<file path="config.mk">
export PLATFORM = sky130hd
export DESIGN_NAME = parent_linked_key_table
export DESIGN_NICKNAME = d
export VERILOG_FILES = /design/src/rtl/plkt_pkg.sv /design/src/rtl/plkt_front.sv /design/src/rtl/plkt_back.sv /design/src/rtl/parent_linked_key_table.sv
export SDC_FILE = /design/constraint.sdc
export NUM_CORES = 2
export LEC_CHECK = 0
export BUFFER_PORTS_ARGS = -buffer_cell sky130_fd_sc_hd__buf_2
export CAP_MARGIN = 20
export CORE_UTILIZATION = 30
export CTS_CLUSTER_SIZE = 30
export DETAILED_ROUTE_END_ITERATION = 10
export GPL_TIMING_DRIVEN = 0
export HOLD_SLACK_MARGIN = 0.15
export MAX_ROUTING_LAYER = met4
export SYNTH_ARGS = -nofsm -noshare
export SYNTH_HDL_FRONTEND = slang
export SYNTH_SLANG_ARGS = --single-unit
export TNS_END_PERCENT = 20
</file>
<file path="constraint.sdc">
create_clock -name clk -period 23.1 [get_ports clk]
set_clock_uncertainty 0.05 [all_clocks]
set_input_delay 1.155 -clock clk [delete_from_list [all_inputs] [get_ports clk]]
set_output_delay 1.155 -clock clk [all_outputs]
set_load 0.005 [all_outputs]
</file>
<file path="src/rtl/plkt_pkg.sv">
// ============================================================================
// plkt_pkg - shared types and constants of the parent-linked key table
// Request and status codes, the command carried from the front part to the
// back part, and the packed result item.
// ============================================================================
package plkt_pkg;

    // Field widths of the stream items
    localparam int FIELD_W    = 32;
    localparam int REQ_W      = 3;
    localparam int SLOT_W     = 4;
    localparam int CFG_W      = 5;
    localparam int IN_DATA_W  = 64;
    localparam int OUT_DATA_W = 72;

    // Upper bound on results reported by one find-by-parent request
    localparam int MAX_RESULTS = 16;
    localparam int RES_CNT_W   = $clog2(MAX_RESULTS + 1);

    // Command queue between front and back
    localparam int QUEUE_DEPTH = 2;

    // Reset value of the size register
    localparam logic [CFG_W-1:0] TABLE_SIZE_RST = CFG_W'(16);

    typedef enum logic [REQ_W-1:0] {
        REQ_INSERT      = 3'd0,
        REQ_FIND        = 3'd1,
        REQ_DELETE      = 3'd2,
        REQ_CASCADE     = 3'd3,
        REQ_FIND_PARENT = 3'd4
    } req_t;

    typedef enum logic [1:0] {
        ST_OK   = 2'd0,
        ST_DUP  = 2'd1,
        ST_FULL = 2'd2,
        ST_MISS = 2'd3
    } status_t;

    typedef struct packed {
        req_t               req;
        logic [FIELD_W-1:0] key;
        logic [FIELD_W-1:0] parent;
    } cmd_t;

    typedef struct packed {
        status_t            status;
        logic [SLOT_W-1:0]  slot;
        logic [FIELD_W-1:0] found_key;
        logic [FIELD_W-1:0] found_parent;
        logic               last;
    } result_t;

endpackage

</file>
<file path="src/rtl/plkt_front.sv">
// ============================================================================
// plkt_front - request intake of the parent-linked key table
// Decodes the request code, drops unknown codes, trims key and parent to the
// kept width and holds the commands in a short queue for the back part.
// ============================================================================
module plkt_front #(
    parameter int KEY_WIDTH = 32
) (
    input  logic                          clk,
    input  logic                          rst_n,
    input  logic                          in_valid,
    output logic                          in_ready,
    input  logic [plkt_pkg::REQ_W-1:0]    in_req,
    input  logic [plkt_pkg::FIELD_W-1:0]  in_key,
    input  logic [plkt_pkg::FIELD_W-1:0]  in_parent,
    output logic                          cmd_valid,
    input  logic                          cmd_ready,
    output plkt_pkg::cmd_t                cmd
);
    import plkt_pkg::*;

    localparam int PTR_W = $clog2(QUEUE_DEPTH);
    localparam int CNT_W = $clog2(QUEUE_DEPTH + 1);
    localparam logic [FIELD_W-1:0] KEY_MASK =
        (KEY_WIDTH >= FIELD_W) ? '1 : FIELD_W'((64'd1 << KEY_WIDTH) - 64'd1);

    cmd_t             queue_reg [QUEUE_DEPTH];
    logic [PTR_W-1:0] wr_ptr_reg, wr_ptr_next;
    logic [PTR_W-1:0] rd_ptr_reg, rd_ptr_next;
    logic [CNT_W-1:0] count_reg,  count_next;
    logic             known;
    logic             push;
    logic             pop;
    cmd_t             new_cmd;

    // Classify the request: codes past find-by-parent are taken and dropped
    assign known    = (in_req <= REQ_W'(REQ_FIND_PARENT));
    assign in_ready = (count_reg < CNT_W'(QUEUE_DEPTH));
    assign push     = in_valid && in_ready && known;
    assign pop      = cmd_valid && cmd_ready;

    always_comb
    begin
        new_cmd.req    = req_t'(in_req);
        new_cmd.key    = in_key & KEY_MASK;
        new_cmd.parent = in_parent & KEY_MASK;
    end

    assign cmd_valid = (count_reg != '0);
    assign cmd       = queue_reg[rd_ptr_reg];

    // Advance pointers and occupancy
    always_comb
    begin
        wr_ptr_next = wr_ptr_reg;
        rd_ptr_next = rd_ptr_reg;
        count_next  = count_reg;
        if (push)
        begin
            wr_ptr_next = (wr_ptr_reg == PTR_W'(QUEUE_DEPTH - 1)) ? '0 : wr_ptr_reg + 1'b1;
        end
        if (pop)
        begin
            rd_ptr_next = (rd_ptr_reg == PTR_W'(QUEUE_DEPTH - 1)) ? '0 : rd_ptr_reg + 1'b1;
        end
        if (push && !pop)
        begin
            count_next = count_reg + 1'b1;
        end
        else if (pop && !push)
        begin
            count_next = count_reg - 1'b1;
        end
    end

    always_ff @(posedge clk or negedge rst_n)
    begin
        if (!rst_n)
        begin
            wr_ptr_reg <= '0;
            rd_ptr_reg <= '0;
            count_reg  <= '0;
        end
        else
        begin
            wr_ptr_reg <= wr_ptr_next;
            rd_ptr_reg <= rd_ptr_next;
            count_reg  <= count_next;
        end
    end

    // Hold queued commands
    always_ff @(posedge clk)
    begin
        if (push)
        begin
            queue_reg[wr_ptr_reg] <= new_cmd;
        end
    end

endmodule

</file>
<file path="src/rtl/plkt_back.sv">
// ============================================================================
// plkt_back - table engine of the parent-linked key table
// Holds the key and parent memories and the occupancy bits, scans the table
// one slot per cycle unless a parent match waits on the result register,
// compacts it when an insert needs room, and drives the result register.
// ============================================================================
module plkt_back #(
    parameter int DEPTH     = 16,
    parameter int KEY_WIDTH = 32
) (
    input  logic                        clk,
    input  logic                        rst_n,
    input  logic [plkt_pkg::CFG_W-1:0]  table_size,
    input  logic                        cmd_valid,
    output logic                        cmd_ready,
    input  plkt_pkg::cmd_t              cmd,
    output logic                        out_valid,
    input  logic                        out_ready,
    output plkt_pkg::result_t           out_res,
    output logic                        idle
);
    import plkt_pkg::*;

    localparam int IW = $clog2(DEPTH);
    localparam int CW = $clog2(DEPTH + 1);
    localparam int SW = (KEY_WIDTH < FIELD_W) ? KEY_WIDTH : FIELD_W;

    typedef enum logic [2:0] {
        S_IDLE,
        S_SCAN,
        S_RESULT,
        S_COMPACT,
        S_PLACE
    } state_t;

    // Table storage
    logic [SW-1:0] key_mem [DEPTH];
    logic [SW-1:0] par_mem [DEPTH];
    logic [SW-1:0] rd_key_reg;
    logic [SW-1:0] rd_par_reg;
    logic          wr_en;
    logic [IW-1:0] wr_addr;
    logic [SW-1:0] wr_key;
    logic [SW-1:0] wr_par;

    state_t                 state_reg,      state_next;
    cmd_t                   cmd_reg,        cmd_next;
    logic [CW-1:0]          size_reg,       size_next;
    logic [CW-1:0]          fill_reg,       fill_next;
    logic [CW-1:0]          used_reg,       used_next;
    logic [DEPTH-1:0]       occ_reg,        occ_next;
    logic [IW-1:0]          cur_reg,        cur_next;
    logic [IW-1:0]          wp_reg,         wp_next;
    logic                   hit_reg,        hit_next;
    logic [IW-1:0]          hit_slot_reg,   hit_slot_next;
    logic [SW-1:0]          hit_key_reg,    hit_key_next;
    logic [SW-1:0]          hit_par_reg,    hit_par_next;
    logic                   pend_reg,       pend_next;
    logic [IW-1:0]          pend_slot_reg,  pend_slot_next;
    logic [SW-1:0]          pend_key_reg,   pend_key_next;
    logic [SW-1:0]          pend_par_reg,   pend_par_next;
    logic [RES_CNT_W-1:0]   nres_reg,       nres_next;
    logic                   out_valid_reg,  out_valid_next;
    result_t                out_res_reg,    out_res_next;

    logic [CW-1:0] size_eff;
    logic [IW-1:0] last_idx;
    logic          out_free;
    logic          occ_cur;
    logic          key_hit;
    logic          child_hit;
    logic          par_hit;
    logic          at_end;
    logic          advance;
    logic          stop;
    logic          emit;
    result_t       res;
    logic [SW-1:0] req_key;
    logic [SW-1:0] req_par;

    // Clamp the configured size into 1..DEPTH
    always_comb
    begin
        if (table_size == '0)
        begin
            size_eff = CW'(1);
        end
        else if (int'(table_size) > DEPTH)
        begin
            size_eff = CW'(DEPTH);
        end
        else
        begin
            size_eff = CW'(table_size);
        end
    end

    assign last_idx  = IW'(size_reg - 1'b1);
    assign out_free  = !out_valid_reg || out_ready;
    assign req_key   = cmd_reg.key[SW-1:0];
    assign req_par   = cmd_reg.parent[SW-1:0];
    assign occ_cur   = occ_reg[cur_reg];
    assign key_hit   = occ_cur && (rd_key_reg == req_key);
    assign child_hit = occ_cur && (rd_par_reg == req_key);
    assign par_hit   = occ_cur && (rd_par_reg == req_par);
    assign at_end    = (cur_reg == last_idx);

    assign idle      = (state_reg == S_IDLE);
    assign out_valid = out_valid_reg;
    assign out_res   = out_res_reg;

    // Sequencer
    always_comb
    begin
        state_next     = state_reg;
        cmd_next       = cmd_reg;
        size_next      = size_reg;
        fill_next      = fill_reg;
        used_next      = used_reg;
        occ_next       = occ_reg;
        cur_next       = cur_reg;
        wp_next        = wp_reg;
        hit_next       = hit_reg;
        hit_slot_next  = hit_slot_reg;
        hit_key_next   = hit_key_reg;
        hit_par_next   = hit_par_reg;
        pend_next      = pend_reg;
        pend_slot_next = pend_slot_reg;
        pend_key_next  = pend_key_reg;
        pend_par_next  = pend_par_reg;
        nres_next      = nres_reg;
        cmd_ready      = 1'b0;
        emit           = 1'b0;
        res            = '0;
        wr_en          = 1'b0;
        wr_addr        = wp_reg;
        wr_key         = req_key;
        wr_par         = req_par;
        advance        = 1'b0;
        stop           = 1'b0;

        unique case (state_reg)
            // Take the next command and start the scan at slot 0
            S_IDLE:
            begin
                cur_next = '0;
                if (cmd_valid)
                begin
                    cmd_ready  = 1'b1;
                    cmd_next   = cmd;
                    size_next  = size_eff;
                    hit_next   = 1'b0;
                    used_next  = '0;
                    pend_next  = 1'b0;
                    nres_next  = '0;
                    state_next = S_SCAN;
                end
            end

            // One slot per cycle; a parent match may wait on the result register
            S_SCAN:
            begin
                advance = !(cmd_reg.req == REQ_FIND_PARENT && par_hit && pend_reg
                            && !out_free);
                if (advance)
                begin
                    stop = at_end;
                    if (key_hit && !hit_reg)
                    begin
                        hit_next      = 1'b1;
                        hit_slot_next = cur_reg;
                        hit_key_next  = rd_key_reg;
                        hit_par_next  = rd_par_reg;
                        if (cmd_reg.req == REQ_DELETE || cmd_reg.req == REQ_CASCADE)
                        begin
                            occ_next[cur_reg] = 1'b0;
                        end
                    end
                    if (cmd_reg.req == REQ_CASCADE && child_hit)
                    begin
                        occ_next[cur_reg] = 1'b0;
                    end
                    if (occ_cur)
                    begin
                        used_next = used_reg + 1'b1;
                    end
                    if (cmd_reg.req == REQ_FIND_PARENT && par_hit)
                    begin
                        if (pend_reg)
                        begin
                            emit             = 1'b1;
                            res.status       = ST_OK;
                            res.slot         = SLOT_W'(pend_slot_reg);
                            res.found_key    = FIELD_W'(pend_key_reg);
                            res.found_parent = FIELD_W'(pend_par_reg);
                            res.last         = 1'b0;
                        end
                        pend_next      = 1'b1;
                        pend_slot_next = cur_reg;
                        pend_key_next  = rd_key_reg;
                        pend_par_next  = rd_par_reg;
                        nres_next      = nres_reg + 1'b1;
                        if (nres_reg == RES_CNT_W'(MAX_RESULTS - 1))
                        begin
                            stop = 1'b1;
                        end
                    end
                    if (stop)
                    begin
                        cur_next   = '0;
                        state_next = S_RESULT;
                    end
                    else
                    begin
                        cur_next = cur_reg + 1'b1;
                    end
                end
            end

            // Deliver the closing result, or start a compaction pass
            S_RESULT:
            begin
                cur_next = '0;
                if (out_free)
                begin
                    state_next = S_IDLE;
                    res.last   = 1'b1;
                    unique case (cmd_reg.req)
                        REQ_INSERT:
                        begin
                            if (hit_reg)
                            begin
                                emit             = 1'b1;
                                res.status       = ST_DUP;
                                res.slot         = SLOT_W'(hit_slot_reg);
                                res.found_key    = FIELD_W'(hit_key_reg);
                                res.found_parent = FIELD_W'(hit_par_reg);
                            end
                            else if (fill_reg < size_reg)
                            begin
                                emit                          = 1'b1;
                                wr_en                         = 1'b1;
                                wr_addr                       = fill_reg[IW-1:0];
                                occ_next[fill_reg[IW-1:0]]    = (req_par != '0);
                                fill_next                     = fill_reg + 1'b1;
                                res.status                    = ST_OK;
                                res.slot                      = SLOT_W'(fill_reg[IW-1:0]);
                                res.found_key                 = cmd_reg.key;
                                res.found_parent              = cmd_reg.parent;
                            end
                            else if (used_reg == size_reg)
                            begin
                                emit             = 1'b1;
                                res.status       = ST_FULL;
                                res.slot         = '0;
                                res.found_key    = cmd_reg.key;
                                res.found_parent = cmd_reg.parent;
                            end
                            else
                            begin
                                wp_next    = '0;
                                state_next = S_COMPACT;
                            end
                        end
                        REQ_FIND, REQ_DELETE, REQ_CASCADE:
                        begin
                            emit = 1'b1;
                            if (hit_reg)
                            begin
                                res.status       = ST_OK;
                                res.slot         = SLOT_W'(hit_slot_reg);
                                res.found_key    = FIELD_W'(hit_key_reg);
                                res.found_parent = FIELD_W'(hit_par_reg);
                            end
                            else
                            begin
                                res.status       = ST_MISS;
                                res.slot         = '0;
                                res.found_key    = cmd_reg.key;
                                res.found_parent = '0;
                            end
                        end
                        REQ_FIND_PARENT:
                        begin
                            emit = 1'b1;
                            if (pend_reg)
                            begin
                                res.status       = ST_OK;
                                res.slot         = SLOT_W'(pend_slot_reg);
                                res.found_key    = FIELD_W'(pend_key_reg);
                                res.found_parent = FIELD_W'(pend_par_reg);
                            end
                            else
                            begin
                                res.status       = ST_MISS;
                                res.slot         = '0;
                                res.found_key    = '0;
                                res.found_parent = cmd_reg.parent;
                            end
                        end
                        default:
                        begin
                            emit = 1'b0;
                        end
                    endcase
                end
            end

            // Move occupied slots to the front, keeping their order
            S_COMPACT:
            begin
                if (occ_cur)
                begin
                    if (wp_reg != cur_reg)
                    begin
                        wr_en             = 1'b1;
                        wr_addr           = wp_reg;
                        wr_key            = rd_key_reg;
                        wr_par            = rd_par_reg;
                        occ_next[wp_reg]  = 1'b1;
                        occ_next[cur_reg] = 1'b0;
                    end
                    wp_next = wp_reg + 1'b1;
                end
                if (at_end)
                begin
                    cur_next   = '0;
                    state_next = S_PLACE;
                end
                else
                begin
                    cur_next = cur_reg + 1'b1;
                end
            end

            // Write the new entry at the first free slot
            S_PLACE:
            begin
                cur_next = '0;
                if (out_free)
                begin
                    wr_en            = 1'b1;
                    wr_addr          = wp_reg;
                    occ_next[wp_reg] = (req_par != '0);
                    emit             = 1'b1;
                    res.status       = ST_OK;
                    res.slot         = SLOT_W'(wp_reg);
                    res.found_key    = cmd_reg.key;
                    res.found_parent = cmd_reg.parent;
                    res.last         = 1'b1;
                    state_next       = S_IDLE;
                end
            end

            default:
            begin
                state_next = S_IDLE;
            end
        endcase

        // Result register: load on emit, drop once taken
        out_res_next = out_res_reg;
        if (emit)
        begin
            out_valid_next = 1'b1;
            out_res_next   = res;
        end
        else if (out_ready)
        begin
            out_valid_next = 1'b0;
        end
        else
        begin
            out_valid_next = out_valid_reg;
        end
    end

    // State and registered outputs
    always_ff @(posedge clk or negedge rst_n)
    begin
        if (!rst_n)
        begin
            state_reg     <= S_IDLE;
            fill_reg      <= '0;
            occ_reg       <= '0;
            out_valid_reg <= 1'b0;
            cur_reg       <= '0;
            hit_reg       <= 1'b0;
            pend_reg      <= 1'b0;
            nres_reg      <= '0;
        end
        else
        begin
            state_reg     <= state_next;
            fill_reg      <= fill_next;
            occ_reg       <= occ_next;
            out_valid_reg <= out_valid_next;
            cur_reg       <= cur_next;
            hit_reg       <= hit_next;
            pend_reg      <= pend_next;
            nres_reg      <= nres_next;
            cmd_reg       <= cmd_next;
            size_reg      <= size_next;
            used_reg      <= used_next;
            wp_reg        <= wp_next;
            hit_slot_reg  <= hit_slot_next;
            hit_key_reg   <= hit_key_next;
            hit_par_reg   <= hit_par_next;
            pend_slot_reg <= pend_slot_next;
            pend_key_reg  <= pend_key_next;
            pend_par_reg  <= pend_par_next;
            out_res_reg   <= out_res_next;
        end
    end

    // Table memory: one write port, one registered read at the next slot
    always_ff @(posedge clk)
    begin
        if (wr_en)
        begin
            key_mem[wr_addr] <= wr_key;
            par_mem[wr_addr] <= wr_par;
        end
        rd_key_reg <= key_mem[cur_next];
        rd_par_reg <= par_mem[cur_next];
    end

endmodule

</file>
<file path="src/rtl/parent_linked_key_table.sv">
// ============================================================================
// parent_linked_key_table - table of key and parent-key pairs
// Insert, find by key, delete, cascade delete and find by parent over a small
// table in which a zero parent marks a slot free.
// ============================================================================
//
//  channel     | direction | fields (lowest bit first)
//  ------------+-----------+---------------------------------------------------
//  cfg         | in        | cfg_wdata = table_size
//  s_axis      | in        | tuser = req_type; tdata = key, parent
//  m_axis      | out       | tdata = status, slot, found_key, found_parent, 0;
//              |           | tlast = last
//
//  A request passes through the table engine as a pop state, a scan of the
//  slots through the single memory read port and a result state; an insert
//  that must compact the table adds a compaction pass and a place state.
//  The two-entry command queue takes new requests while the engine works.
//  Reset clears the occupancy bits and fill count; no clearing pass is needed.
//  A stalled result register holds the engine in the result and place cycles,
//  and at a find-by-parent match while an earlier match still waits.
//
module parent_linked_key_table #(
    parameter int DEPTH     = 16,
    parameter int KEY_WIDTH = 32
) (
    input  logic                             clk,
    input  logic                             rst_n,
    input  logic                             cfg_we,
    input  logic [plkt_pkg::CFG_W-1:0]       cfg_wdata,       // table_size
    input  logic                             s_axis_tvalid,
    output logic                             s_axis_tready,
    input  logic [plkt_pkg::IN_DATA_W-1:0]   s_axis_tdata,    // key, parent
    input  logic [plkt_pkg::REQ_W-1:0]       s_axis_tuser,    // req_type
    output logic                             m_axis_tvalid,
    input  logic                             m_axis_tready,
    output logic [plkt_pkg::OUT_DATA_W-1:0]  m_axis_tdata,    // status, slot,
                                                              // found_key, found_parent
    output logic                             m_axis_tlast
);
    import plkt_pkg::*;

    logic [CFG_W-1:0] table_size_reg;
    logic             cmd_valid;
    logic             cmd_ready;
    cmd_t             cmd;
    result_t          res;
    logic             back_idle;

    // Hold the size register
    always_ff @(posedge clk or negedge rst_n)
    begin
        if (!rst_n)
        begin
            table_size_reg <= TABLE_SIZE_RST;
        end
        else if (cfg_we)
        begin
            table_size_reg <= cfg_wdata;
        end
    end

    plkt_front #(
        .KEY_WIDTH (KEY_WIDTH)
    ) u_front (
        .clk       (clk),
        .rst_n     (rst_n),
        .in_valid  (s_axis_tvalid),
        .in_ready  (s_axis_tready),
        .in_req    (s_axis_tuser),
        .in_key    (s_axis_tdata[FIELD_W-1:0]),
        .in_parent (s_axis_tdata[2*FIELD_W-1:FIELD_W]),
        .cmd_valid (cmd_valid),
        .cmd_ready (cmd_ready),
        .cmd       (cmd)
    );

    plkt_back #(
        .DEPTH     (DEPTH),
        .KEY_WIDTH (KEY_WIDTH)
    ) u_back (
        .clk        (clk),
        .rst_n      (rst_n),
        .table_size (table_size_reg),
        .cmd_valid  (cmd_valid),
        .cmd_ready  (cmd_ready),
        .cmd        (cmd),
        .out_valid  (m_axis_tvalid),
        .out_ready  (m_axis_tready),
        .out_res    (res),
        .idle       (back_idle)
    );

    // Pack the result item
    assign m_axis_tdata = {2'b00, res.found_parent, res.found_key, res.slot, res.status};
    assign m_axis_tlast = res.last;

    // A new result only appears after the engine has been working
    a_result_from_work: assert property (@(posedge clk) disable iff (!rst_n)
        $rose(m_axis_tvalid) |-> $past(!back_idle))
        else $error("result appeared while the engine was idle");

    // A miss always closes its request
    a_miss_is_last: assert property (@(posedge clk) disable iff (!rst_n)
        m_axis_tvalid && (m_axis_tdata[1:0] == ST_MISS) |-> m_axis_tlast)
        else $error("miss result without last");

    // Duplicate and full results are single and report slot 0 when full
    a_reject_single: assert property (@(posedge clk) disable iff (!rst_n)
        m_axis_tvalid && (m_axis_tdata[1:0] == ST_DUP || m_axis_tdata[1:0] == ST_FULL)
        |-> m_axis_tlast)
        else $error("insert rejection without last");

    a_full_slot_zero: assert property (@(posedge clk) disable iff (!rst_n)
        m_axis_tvalid && (m_axis_tdata[1:0] == ST_FULL) |-> (m_axis_tdata[5:2] == '0))
        else $error("full result with nonzero slot");

endmodule
</file>
; Word level (Yosys, flattened, before mapping)
; Memories as Yosys holds them, arrays and structs flattened. A register that Yosys moved wholly into a read port is not among the register bits.
; Cells that the tools add are included.
; Widths: inputs -> output; s select.
[word_totals]
regBits = 266
mem_bits_rw = 1158
input_bits = 77
out_inout_bits = 75
wordCells = 253
memories = 3
[classes]
n_addsub = 10
magnitude_cmp = 10
eq_ne = 31
n_mux = 117
bitwise_logic = 7
n_reduce_logical = 48
[mem_list]
columns = name, depth, word_bits, read_ports, rd_clocked_by_memory_dff, wr, line_no
row1 = u_back.key_mem, 16, 32, 1, 1, 1, plkt_back.sv:37  ; logic [SW-1:0] key_mem [DEPTH];
row2 = u_back.par_mem, 16, 32, 1, 1, 1, plkt_back.sv:38  ; logic [SW-1:0] par_mem [DEPTH];
row3 = u_front.queue_reg, 2, 67, 1, 1, 1, plkt_front.sv:27  ; cmd_t queue_reg [QUEUE_DEPTH];
[ops]
columns = op, n
row1 = $mux 70, 5
row2 = $mux 71, 3
row3 = $pmux 71 s3, 1
row4 = $pmux 70 s3, 1
row5 = $mux 16, 13
row6 = $mux 32, 6
row7 = $mux 69, 2
row8 = $eq 32x32->1, 3
row9 = $pmux 16 s4, 1
row10 = $mux 4, 14
row11 = $and 16x16->16, 3
row12 = $mux 1, 37
row13 = $bwmux 16, 2
row14 = $reduce_bool 32->1, 1
row15 = $mux 5, 6
row16 = $mux 3, 9
row17 = $ne 2x1->1 const B, 11
row18 = $pmux 5 s2, 2
row19 = $logic_and 1x1->1, 16
row20 = $not 16->16, 1
row21 = $or 16x16->16, 1
row22 = $reduce_and 4->1, 4
row23 = $add 5x1->5 const B, 3
row24 = $lt 4x5->1 const B, 3
row25 = other kinds (42), 75

; Depth between registers and ports, before layout
[depth]
ltp_word = 14
ltp_mapped = 15
ltp_nobuf = 12

; Cells and area by module
; From an unflattened synthesis, not the netlist that was laid out.
[unflattened]
hier_cells = 3592
hier_area_um2 = 61561.5
[by_module_without_submodules]
columns = mod, instances, cells_per_inst, area_per_inst_um2, seq_area_each_um2
row1 = plkt_back, 1, 3351, 56236.4, 41579.9
row2 = plkt_front, 1, 228, 5123.7, 4124.0
row3 = parent_linked_key_table, 1, 13, 201.4, 126.4

; Least setup slack after synthesis
; No wires, ideal clock.
[synth_timing]
kind = reg-to-reg
startpoint = register u_back.cur_reg[3]
endpoint = register u_back.out_res_reg (netlist bit u_back.out_res[0]) (enable)
setup_ns = 0.609
arrival_time_ns = 7.343
required_time_ns = 22.441
slack_ns = 15.098
stages_incl_launch_ff = 13
path_buffers = 4
period_less_slack_ns = 8.002
path_cell_list = dfrtp_1 > clkbuf_1 > nor2b_1 > clkbuf_1 > a22oi_2 > nand2_2 > and4_1 > buf_6 > nand2_1 > nor3_1 > clkbuf_1 > a21oi_1 > a21boi_0
[synth_via]
elab_chain_len = 9
word_cells_on_any_way = 10
classes_between = mux (5) / reduce/logical (5)
[synth_lines]
columns = item, line_no
row1 = "start, declared", plkt_back.sv:52  ; logic [IW-1:0] cur_reg, cur_next;
row2 = "start signal, assigned", plkt_back.sv:398  ; cur_reg <= cur_next;
row3 = $bmux 1 s4 *, plkt_back.sv:102  ; assign occ_cur = occ_reg[cur_reg];
row4 = $mux 1 (implied by the code) *, plkt_back.sv:102
row5 = $logic_and 1x1->1 *, plkt_back.sv:105  ; assign par_hit = occ_cur && (rd_par_reg == req_par);
row6 = $logic_and 1x1->1 *, "plkt_back.sv:163, plkt_back.sv:187"
row7 = $logic_and 1x1->1, plkt_back.sv:163  ; advance = !(cmd_reg.req == REQ_FIND_PARENT && par_hit && pend_reg
row8 = $logic_and 1x1->1, plkt_back.sv:164  ; && !out_free);
row9 = $mux 1 *, plkt_back.sv:165  ; if (advance)
row10 = $pmux 1 s3 *, plkt_back.sv:142  ; unique case (state_reg)
row11 = $reduce_and 2->1 (no line) *, -
row12 = "end signal, assigned", plkt_back.sv:412  ; out_res_reg <= out_res_next;
row13 = "end, declared", plkt_back.sv:64  ; result_t out_res_reg, out_res_next;
; Every way passes the cells marked *; elsewhere a longest branch is shown, timed or not. The select of a mux whose other input is x is not followed.
; A chain may end at the register's enable or synchronous reset.

; Worst setup path in the final report
[layout_timing]
startpoint = register u_back.cur_reg[1]
endpoint = register u_back.rd_par_reg[8], read port of u_back.par_mem
[layout_via]
elab_chain_len = 10
word_cells_on_any_way = 16
classes_between = add/sub (1) / eq/ne (1) / mux (10) / reduce/logical (4)
[layout_lines]
columns = item, line_no
row1 = $bmux 1 s4, plkt_back.sv:102
row2 = $mux 1 (implied by the code), plkt_back.sv:102
row3 = $logic_and 1x1->1, plkt_back.sv:105
row4 = $logic_and 1x1->1, "plkt_back.sv:163, plkt_back.sv:187"
row5 = $mux 1, plkt_back.sv:187  ; if (cmd_reg.req == REQ_FIND_PARENT && par_hit)
row6 = $mux 1, plkt_back.sv:165
row7 = $mux 1, plkt_back.sv:142
row8 = $mux 4, plkt_back.sv:208  ; if (stop)
row9 = $mux 4, plkt_back.sv:165
row10 = $pmux 4 s3 *, plkt_back.sv:142
row11 = "end, declared", plkt_back.sv:40  ; logic [SW-1:0] rd_par_reg;
; Marks and branches as above.

==> reports/qor.yml <==
io_buffers: 149
vias: 41500
synth_seq_cells: 1555
grt_pass1_vias: 39500
syn_area_um2: 62800
hold_buffers: 0
cts_tree: "built"
die_h_um: 460
synth_warnings: 0
tightest_slew_ns: 1.21
synth_edf_count: 1446
start_util_pct: 30.3
num-nets-final: 4708
row_count: 167
dr_wl_met3_mm: 17.5
wl_met1_mm: 80.1
total_power_mw: 10.1
fmax_mhz: 164
grt_max_degree: 62
synth-async-reset-ratio_pct: 2.89
synth.area.top_cells: "edfxtp_1 (69%), a311oi_1 (3.7%), a211oi_1 (3.1%)"
power_density_nw_per_um2: 137
top_layer: "met4"
first_pass_iters: 6
worst_setup_path_end_kind: "flop"
status: "finished clean"
peakVddDrop_mv: 0.0761
cts_buffer_depth: 3
ctsResizeCount: 0
worst_slack_ns: 17.02
root_buffer: "clkbuf_16"
drt-total-wl_mm: 205
syn_avg_cell_area_um2: 14.9
core_area_um2: 208000
overflow: 0
antenna_found_initial: 12
grt.total_usage_pct: 19.4
wl_met2_mm: 96.9
hold_class: "in2async"
dpl.hpwl_mm: 144
clkTransAtPathRegs_ns: 0.06
maxSlewViolCount: 0
cts_setup_buffers: 0
cts_sinks: 1555
p_leak_nw: 23.9
netlist.area_leader.share_pct: 69.1
place.gp.congestion: 0.903
drive_above_1_share_pct: 13.8
required_ns: 23.80
critPathMaxFanout: 10
cts_buffers: 164
drc_errors: 0
min_period_over_period_pct: 26.3
grt_first_pass_wirelength_mm: 290
hold_viol: 0
seq_area_frac_synth_pct: 72.9
wl_per_cell_um: 27.2
die_x_um: 460
rsz0062_at_grt: "false"
drt.antenna.violating_nets: 0
die-area_um2: 211000
yosysTopAreaCell: "edfxtp_1"
min_period_ns: 6.08
area_delta_synth_final_pct: 17.3
cp-start-kind: "flop"
dp_slack_ns: 17.09
dr.first_iter.drc_count: 5769
io_pins: 152
htreeDepth: 4
relSlewSlack_pct: 19.1
synth.distinct_cells: 57
syn-instance-count: 4230
crit_arrival_ns: 6.78
path_class: "reg2reg"
fillers: 19800
setup_violations: 0
final.setup.tns_ns: 0
insertion_delay_ns: 0.81
vias_per_cell: 5.51
synth_ff_type: "edfxtp_1"
max_cap_violations: 0
==> routing by layer <==
| metal | track usage [%] | vias to the layer above |
|---|---|---|
| met3 | 3.22 | 440 |
| met5 | - | - |
| li1 | - | 17700 |
| met1 | 24.5 | 21200 |
| met4 | 9.12 | 0 |
| met2 | 30.5 | 2207 |
==> area by class of cell <==
cell class              instances  area (µm²)  area share, %
repair buffers                211        1890           2.57
diodes                          4        10.0         0.0136
clock inverters                81         793           1.08
clock buffers                 220        4530           6.14
multi-input cells            2277       15600           21.1
flip-flops and latches       1555       45800           62.2
inverters                      41         154          0.209
well taps                    2788        3490           4.73
plain buffers                 358        1460           1.99
==> power by group <==
part | internal (mW) | switching (mW)
registers | 3.62 | 0.355
logic | 1.03 | 2.44
clock network | 1.52 | 1.10
total | 6.18 | 3.90
==> metrics by stage <==
step | cell area, µm² | std cells | hold WS (ns) | util (%)
floorplan | 62800 | 4231 | 0.387 | -
global route | 73700 | 7532 | 0.268 | 35.5
global placement | 67100 | 7168 | 0.400 | 32.3
finish | 73700 | 7535 | 0.256 | 35.5
detailed placement | 68400 | 7227 | 0.413 | 32.9
CTS | 73700 | 7528 | 0.223 | 35.5
==> placed cells by master, fill, tap and decap left out, types with 16 or more instances in the layout <==
| cell type | count |
|---|---|
| a211oi_1 | 258 |
| edfxtp_1 | 1446 |
| nand4_1 | 23 |
| nor3_1 | 31 |
| ha_1 | 23 |
| clkbuf_16 | 167 |
| a311oi_1 | 267 |
| mux2_2 | 138 |
| and3_1 | 261 |
| nand2_1 | 288 |
| inv_1 | 40 |
| xor2_1 | 39 |
| or4_1 | 65 |
| clkbuf_1 | 340 |
| buf_1 | 19 |
| a222oi_1 | 36 |
| clkinv_1 | 28 |
| dfxtp_1 | 64 |
| nor2_4 | 16 |
| buf_2 | 166 |
| o21ai_0 | 88 |
| clkinv_2 | 24 |
| a31oi_1 | 20 |
| dfrtp_1 | 44 |
| a22oi_1 | 101 |
| buf_12 | 35 |
| xnor2_1 | 87 |
| a21oi_1 | 76 |
| nor2_1 | 69 |
| nand3_1 | 274 |
| nor4_1 | 21 |
==> worst max-delay path: stages (launching register included) <==
cell,delay [ns]
dfrtp_1,0.44
clkbuf_1,0.68
mux4_2,0.42
a22oi_2,0.28
nand2_2,0.25
nand4_1,0.16
nand3_1,0.70
nand2_1,0.66
clkbuf_2,0.66
clkbuf_1,0.70
a211oi_1,0.20
a311oi_1,0.57
or4_1,0.19
==> Yosys cell counts, drive strengths merged, types with 65 or more instances <==
library cell     n
edfxtp        1446
clkbuf         310
nand2          289
nand3          274
a311oi         267
and3           261
a211oi         259
mux2           138
a22oi          103
o21ai           89
xnor2           87
nor2            85
a21oi           76
or4             65
==> path summary, 6_finish.rpt <==
check / from / endpoint / slack, ns / depth (start not counted)
worst max register to register: u_back.cur_reg[1] / u_back.rd_par_reg[8] / 17.02 / 12
worst max-delay path: u_back.cur_reg[1] / u_back.rd_par_reg[8] / 17.02 / 12
min in group clk: u_back.cur_reg[2] / u_back.hit_slot_reg[2] / 0.43 / 0
worst min-delay path: rst_n / u_back.occ_reg[10] / 0.26 / 1
worst min register to register: u_back.cur_reg[2] / u_back.hit_slot_reg[2] / 0.43 / 0
max in group asynchronous: rst_n / table_size_reg[4] / 22.11 / 2
==> cell families (layout without fill, tap and decap cells) <==
logic type | Yosys count | after routing | synth area share, %
AOI/OAI and AO/OA | 888 | 888 | 10.7
and+or+nand+nor | 1092 | 1092 | 8.93
DFF | 1555 | 1555 | 72.9
other | 1 | 6 | 0.00597
adders and majority gates | 23 | 23 | 0.458
muxes | 146 | 146 | 2.68
buffers and inverters | 399 | 911 | 2.56
xor gates and xnor gates | 126 | 126 | 1.76
Power figures use the tool's default switching activity.
